`src/sv/lgge_pkg.sv`:
```
// Package: shared types and constants of the life grid engine.
`default_nettype none
package lgge_pkg;

  localparam int OP_W     = 2;
  localparam int ROW_W    = 6;
  localparam int COL_W    = 7;
  localparam int IN_TDATA_W  = 16;
  localparam int OUT_TDATA_W = 16;

  typedef enum logic [OP_W-1:0] {
    OP_WRITE = 2'd0,
    OP_STEP  = 2'd1,
    OP_READ  = 2'd2
  } lgge_op_e;

  // Commands from the controller to the datapath.
  typedef struct packed {
    logic take_in;   // latch the incoming item
    logic cnt_clr;   // restart the row counter
    logic cnt_inc;   // advance the row counter
    logic clr_step;  // write a zero row at the counter address
    logic gen_step;  // one step of the generation sweep
    logic cell_wr;   // write back the modified row of a cell write
    logic put_out;   // load the output register from the read row
  } lgge_cmd_t;

  // Status from the datapath to the controller.
  typedef struct packed {
    lgge_op_e op_in;    // op of the item on the input port
    lgge_op_e op_q;     // op of the latched item
    logic     clr_done; // counter at the last row of the clear sweep
    logic     gen_done; // counter at the last step of the generation
    logic     out_free; // output register can take a result this cycle
  } lgge_status_t;

endpackage
`default_nettype wire

```
`src/sv/lgge_ctrl.sv`:
```
// Controller: state machine sequencing clear, cell access and generation sweeps.
`default_nettype none
module lgge_ctrl (
  input  logic                 clk_i,
  input  logic                 rst_ni,
  input  logic                 in_valid_i,
  output logic                 in_ready_o,
  input  lgge_pkg::lgge_status_t status_i,
  output lgge_pkg::lgge_cmd_t    cmd_o
);
  import lgge_pkg::*;

  typedef enum logic [4:0] {
    ST_CLEAR   = 5'b00001,
    ST_IDLE    = 5'b00010,
    ST_ACC_RD  = 5'b00100,
    ST_ACC_DAT = 5'b01000,
    ST_GEN     = 5'b10000
  } lgge_state_e;

  lgge_state_e state_q, state_d;
  logic        accept;

  assign in_ready_o = (state_q == ST_IDLE);
  assign accept     = in_valid_i && in_ready_o;

  always_comb begin
    state_d = state_q;
    cmd_o   = '0;
    case (state_q)
      ST_CLEAR: begin
        cmd_o.clr_step = 1'b1;
        cmd_o.cnt_inc  = 1'b1;
        if (status_i.clr_done) begin
          cmd_o.cnt_clr = 1'b1;
          state_d       = ST_IDLE;
        end
      end
      ST_IDLE: begin
        if (accept) begin
          cmd_o.take_in = 1'b1;
          case (status_i.op_in)
            OP_WRITE, OP_READ: state_d = ST_ACC_RD;
            OP_STEP:           state_d = ST_GEN;
            default:           state_d = ST_IDLE;  // unused op, dropped
          endcase
        end
      end
      ST_ACC_RD: begin
        state_d = ST_ACC_DAT;
      end
      ST_ACC_DAT: begin
        case (status_i.op_q)
          OP_WRITE: begin
            cmd_o.cell_wr = 1'b1;
            state_d       = ST_IDLE;
          end
          OP_READ: begin
            // hold the row read until the output register frees up
            if (status_i.out_free) begin
              cmd_o.put_out = 1'b1;
              state_d       = ST_IDLE;
            end
          end
          default: state_d = ST_IDLE;
        endcase
      end
      ST_GEN: begin
        cmd_o.gen_step = 1'b1;
        cmd_o.cnt_inc  = 1'b1;
        if (status_i.gen_done) begin
          cmd_o.cnt_clr = 1'b1;
          state_d       = ST_IDLE;
        end
      end
      default: state_d = ST_IDLE;
    endcase
  end

  always_ff @(posedge clk_i or negedge rst_ni) begin
    if (!rst_ni) begin
      state_q <= ST_CLEAR;
    end else begin
      state_q <= state_d;
    end
  end

endmodule
`default_nettype wire

```
`config.mk`:
```
export PLATFORM = sky130hd
export DESIGN_NAME = lgge_ctrl
export DESIGN_NICKNAME = d
export VERILOG_FILES = /design/src/sv/lgge_pkg.sv /design/src/sv/lgge_ctrl.sv
export SDC_FILE = /design/constraint.sdc
export NUM_CORES = 1
export LEC_CHECK = 0
export ABC_AREA = 1
export CAP_MARGIN = 20
export CORE_AREA = 2 2 39 41
export DETAILED_ROUTE_END_ITERATION = 12
export DIE_AREA = 0 0 41 43
export DONT_BUFFER_PORTS = 1
export RECOVER_POWER = 50
export REMOVE_ABC_BUFFERS = 1
export SLEW_MARGIN = 20
export SYNTH_ARGS = -nofsm -noshare
export SYNTH_HDL_FRONTEND = slang
export SYNTH_SLANG_ARGS = --single-unit
```
`constraint.sdc`:
```
create_clock -name clk_i -period 1.4 [get_ports clk_i]
set_clock_uncertainty 0.15 [all_clocks]
set_input_delay 0.35 -clock clk_i [delete_from_list [all_inputs] [get_ports clk_i]]
set_output_delay 0.35 -clock clk_i [all_outputs]
set_load 0.05 [all_outputs]
```
==> run summary, run 1 <==
status = finished, violations left
violated checks = negative setup slack
die height = 43 um
LEAKAGE = 0.3973 nW
reg-to-reg critical path startpoint = state_q[0]$_DFFE_PN1P_
Comb power frac = 73.9%
vias = 461
maximum clock rate = 526.3 MHz
cell internal pwr = 0.8139 mW
clk_lat worst skew = 240 ps
Critical Path Fanout Max = 3
I/O pin cnt = 18
core area = 0.001384 mm2
placer's final routability congestion estimate = 0.6953
die area = 0.001763 mm2
area leader, netlist = dfrtp_1
GRT overflow = 0
first-pass GRT wire length = 1718 um
IO buf count = 0
Area Overhead vs Synth = 103.0%
fraction of layout cells with a size suffix above 1 = 62.35%
PD cells = 2000 mW/mm2
total track usage = 14.55%
largest registers = state_q (5)
Max Cap Violations = 0
Clock Tree Root = clkbuf_4
largest cells by area after synthesis = dfrtp_1, inv_1, nand2_1
Crit path required time = 900 ps
Synth warnings = 0
cell count after synthesis = 55
critical path class = flip-flop to output pin
Final nets = 96
critical-path cell list = nor2_2, nand2_1, nor2_2, inv_2, nor3b_2, buf_6
Least-Margin Pin Slew = 226.9 ps
commonest non-fill, non-tap cell in the layout = buf_4
total CTS buffers = 3
relative slew slack = 84.83%
antenna-violating nets left = 0
n_diodes = 0
number of remaining DRC errors = 0
clock sinks = 5
Worst Setup SP = state_q[1]$_DFFE_PN0P_
deepest clock path buffer count = 2
largest net degree at the start of global routing = 6
synthesized area = 371.6 um2
die width = 41 um
Hold Vio Cnt, Final = 0
Reg clk slew, reported paths = 40 ps
Slew Viols, Final = 0
pre-CTS setup slack = -264.0 ps
syn_area_per_cell = 6.756 um2
P_sw = 0.6948 mW
sequential share of the synthesized area = 34.01%
setup TNS = -3557 ps
Startpoint Class = flip-flop
clock power share = 10.7%
Critical Path Max Stage Delay = 400 ps
sequential share of power = 15.5%
Synth Register Bits = 5
DRT iter0 DRCs = 0
Crit-path slowest cell = dfrtp_1
crit end category = output pin
final core area utilization = 54.52%
total wire length = 1070 um
vias in the first global route = 481
Total Power = 1.509 mW
clock tree from TritonCTS = yes
DR vias/cell = 4.564
hold slack = 111.1 ps
CP dominant cell by count = nor2_2
post-detailed-route wirelength per cell = 10.59 um
Arr. time, crit path = 1400 ps
dpl hpwl = 727 um
most frequent cells in the layout = buf_4, nand2_1, inv_1
Top reg by flops = state_q
share of the synthesized area in the top cell type = 26.94%
Largest register FFs = 5
Tmin final = 1900 ps
Final Cycle Share = 135.7%
Net Sw Frac = 46.05%
Min-Delay Startpoint = status_i[6]
unrepaired setup endpoints after global routing = true
# setup viols final = 11
Peak supply drop = 0.001176 V
Yosys cell types = 17
worst min path class = input port to flip-flop
fin worst setup slack = -500.2 ps
# rows = 14
initial antenna violation count = 0
drt first pass iters = 1
starting density of the core = 26.85%
CTS H-tree lvls = 1
## power groups by stage
stage          clock network [mW]  logic (mW)  registers, mW
6_report                    0.161        1.11          0.234
5_1_grt                     0.172        1.20          0.240
4_1_cts                     0.166       0.978          0.230
3_5_place_dp                    0       0.698          0.233
3_3_place_gp                    0       0.692          0.231
2_1_floorplan                   0       0.464          0.231
## cell families after synthesis
group           count (synthesis)  share of synthesized area [%]
simple gates                   34                          47.81
buf+inv                        14                          14.47
flops                           5                          34.01
compound gates                  2                          3.706
## path summary, 6_finish.rpt
check                                    endpoint  slack (ps)  cells past startpoint
max reg2reg                state_q[4]$_DFFE_PN0P_        -100                      9
min in group asynchronous  state_q[4]$_DFFE_PN0P_         250                      1
min reg2reg                state_q[0]$_DFFE_PN1P_         470                      3
max in group asynchronous  state_q[0]$_DFFE_PN1P_         600                      1
max                                      cmd_o[0]        -500                      6
min                        state_q[4]$_DFFE_PN0P_         110                      3
## layer usage
metal	part of all wire, %	vias up	global-route usage (%)
met5	0	-	0
met2	57	18	24.38
met4	2.5	0	11.33
li1	-	229	-
met3	5.3	5	2.618
met1	35	209	14.43
## through the flow
| step | area, um2 | instances |
|---|---|---|
| final | 754.5 | 101 |
| after global routing | 754.5 | 101 |
| after CTS | 695.7 | 95 |
| after detailed placement | 534.3 | 85 |
| after global placement | 534.3 | 85 |
| after floorplan | 371.6 | 55 |
## layout make-up
type | count | area, um2
Sequential cell | 5 | 126.4
Tap cell | 16 | 20.02
Timing Repair Buffer | 26 | 265.3
Multi-Input combinational cell | 36 | 251.5
Clock buffer | 4 | 26.28
Fill cell | 132 | 629.4
Inverter | 14 | 65.06
## timing repair
| action | in CTS | in global routing |
|---|---|---|
| setup endpoints to repair | 11 | 11 |
| hold buffers | 1 | 0 |
| hold endpoints to repair | 5 | 0 |
| pin swaps | 6 | 6 |
| gates resized for setup | 25 | 3 |
| setup buffers | 5 | 6 |
## cells in the mapped netlist
cell type / count
inv_1: 12
nand2_1: 12
nor2_1: 5
dfrtp_1: 4
nand3_1: 3
nand4_1: 3
nor2_2: 3
nor3_1: 3
nand2_2: 2
a21boi_0: 1
clkinv_2: 1
dfstp_2: 1
inv_2: 1
nand3_2: 1
nor2_4: 1
nor3b_2: 1
o22ai_1: 1
## critical path: cells and delay by family, from the launching register on
kind | cells | cell delay [ps]
buffers and inverters | 2 | 240
AND/OR/NAND/NOR | 4 | 510
flip-flops | 1 | 400
Note: power is estimated with default switching activity, not from simulation.
==> inputs of run 2 (changes only) <==
Settings changed: SKIP_LAST_GASP from default to 1.
Clock period 1.4 ns to 1.7 ns, I/O delays scaled along.
==> run summary, run 2 (synthesis results as in run 1) <==
Crit path required time = 1120 ps (was 900 ps)
worst min path class = input port to flip-flop (unchanged)
Total Power = 1.160 mW (was 1.509 mW)
number of remaining DRC errors = 0 (unchanged)
crit end category = output pin (unchanged)
Critical Path Fanout Max = 3 (unchanged)
Reg clk slew, reported paths = 40 ps (about the same)
I/O pin cnt = 18 (unchanged)
Clock Tree Root = clkbuf_4 (unchanged)
clock sinks = 5 (unchanged)
starting density of the core = 26.85% (unchanged)
post-detailed-route wirelength per cell = 10.13 um (was 10.59 um)
DR vias/cell = 4.511 (was 4.564)
die area = 0.001763 mm2 (unchanged)
vias = 424 (was 461)
DRT iter0 DRCs = 3 (was 0)
LEAKAGE = 0.3634 nW (was 0.3973 nW)
CTS H-tree lvls = 1 (unchanged)
Startpoint Class = flip-flop (unchanged)
critical-path cell list = nor2_4, nand2_1, nor2_2, inv_2, nor3b_2, buf_6 (was nor2_2, nand2_1, nor2_2, inv_2, nor3b_2, buf_6)
n_diodes = 0 (unchanged)
Crit-path slowest cell = dfrtp_1 (unchanged)
# setup viols final = 8 (was 11)
most frequent cells in the layout = nand2_1, inv_1, buf_4 (was buf_4, nand2_1, inv_1)
clk_lat worst skew = 240 ps (about the same)
status = finished, violations left (unchanged)
IO buf count = 0 (unchanged)
placed cells = 81 (was 85)
Slew Viols, Final = 0 (unchanged)
die width = 41 um (unchanged)
vias in the first global route = 420 (was 481)
Area Overhead vs Synth = 90.24% (was 103.0%)
dpl cell area = 504.2 um2 (was 534.3 um2)
total track usage = 13.12% (was 14.55%)
first-pass GRT wire length = 1545 um (was 1718 um)
Final nets = 89 (was 96)
# rows = 14 (unchanged)
total wire length = 952 um (was 1070 um)
placer's final routability congestion estimate = 0.7234 (was 0.6953)
Hold Vio Cnt, Final = 0 (unchanged)
initial antenna violation count = 0 (unchanged)
core area = 0.001384 mm2 (unchanged)
total CTS buffers = 3 (unchanged)
antenna-violating nets left = 0 (unchanged)
Fill cells = 143 (was 132)
largest net degree at the start of global routing = 7 (was 6)
largest registers = state_q (5) (unchanged)
Reg area = 126.4 um2 (unchanged)
deepest clock path buffer count = 2 (unchanged)
GRT overflow = 0 (unchanged)
Max Cap Violations = 0 (unchanged)
critical path class = flip-flop to output pin (unchanged)
metal1 wirelength = 354 um (was 375 um)
fin worst setup slack = -261.9 ps (was -500.2 ps)
PD cells = 1641 mW/mm2 (was 2000 mW/mm2)
commonest non-fill, non-tap cell in the layout = nand2_1 (was buf_4)
pre-CTS setup slack = -48.73 ps (was -264.0 ps)
multi-input combinational cell area = 260.3 um2 (was 251.5 um2)
Top reg by flops = state_q (unchanged)
dpl hpwl = 688.7 um (was 727 um)
Crit path max-delay family = simple AND/OR/NAND/NOR gates (unchanged)
maximum clock rate = 509.7 MHz
Critical path buffers and inverters = 2 (unchanged)
Tmin final = 1962 ps
Critical Path Max Stage Delay = 400 ps (about the same)
Arr. time, crit path = 1390 ps (was 1400 ps)
cell area after layout = 706.9 um2 (was 754.5 um2)
met3 WL = 62 um (was 57 um)
violated checks = negative setup slack (unchanged)
drt first pass iters = 3 (was 1)
die height = 43 um (unchanged)
Least-Margin Pin Slew = 226.9 ps (about the same)
WL met2 = 535 um (was 609 um)
fraction of layout cells with a size suffix above 1 = 53.85% (was 62.35%)
Largest register FFs = 5 (unchanged)
clock tree from TritonCTS = yes (unchanged)
Peak supply drop = 0.0008755 V (was 0.001176 V)
Final Cycle Share = 115.4%
relative slew slack = 84.83% (about the same)
Final Non-Filler Cells = 94 (was 101)
unrepaired setup endpoints after global routing = true (unchanged)
top sig layer = met3 (was met4)
[run 2: cell type report]
| class | count | share of cell area (%) |
|---|---|---|
| well taps | 16 | 2.832 |
| inverters | 14 | 9.204 |
| flip-flops and latches | 5 | 17.88 |
| repair buffers | 19 | 29.56 |
| clock buffers | 4 | 3.717 |
| multi-input cells | 36 | 36.81 |
[run 2: path summary, 6_finish.rpt]
check | start | to | slack, ps | cells after the start
worst max-delay path | state_q[1]$_DFFE_PN0P_ | cmd_o[0] | -260 | 6
worst min-delay path | status_i[6] | state_q[4]$_DFFE_PN0P_ | 200 | 3
worst max register to register | state_q[0]$_DFFE_PN1P_ | state_q[1]$_DFFE_PN0P_ | 180 | 8
worst min register to register | state_q[4]$_DFFE_PN0P_ | state_q[4]$_DFFE_PN0P_ | 480 | 2
max in group asynchronous | rst_ni | state_q[0]$_DFFE_PN1P_ | 820 | 1
min in group asynchronous | rst_ni | state_q[4]$_DFFE_PN0P_ | 330 | 1
[run 2: tightest hold or removal path, cell delays in order]
cell and delay (ps):
nor3_1 30, nand2_1 60, nand2_1 40
[run 2: per-stage QoR]
step	util (%)	TNS, ps	hold WS [ps]
floorplan	-	-1646	-20.59
global placement	36.44	-5.781	-20.47
detailed placement	36.44	-98.30	-20.46
CTS	43.49	-1514	192.7
global route	51.09	-1943	221.1
finish	51.09	-1419	203.9
[run 2: where the power goes]
part / switching (mW) / internal, mW / leakage [nW]
sequential: 0.0395 / 0.157 / 0.0620
combinational: 0.476 / 0.355 / 0.286
clock: 0.0444 / 0.0885 / 0.0150
[run 2: layer usage]
metal | global-route usage, % | vias to the layer above
li1 | - | 217
met1 | 14.05 | 196
met2 | 21.56 | 11
met3 | 1.571 | 0
met4 | 10.00 | 0
met5 | 0 | -
[run 2: what timing repair did]
action,4_1_cts,5_1_grt
pin swaps,4,8
resized for setup,10,17
endpoints found under the setup margin,8,8
endpoints found under the hold margin,5,0
hold buffers,1,0
setup buffers,4,4
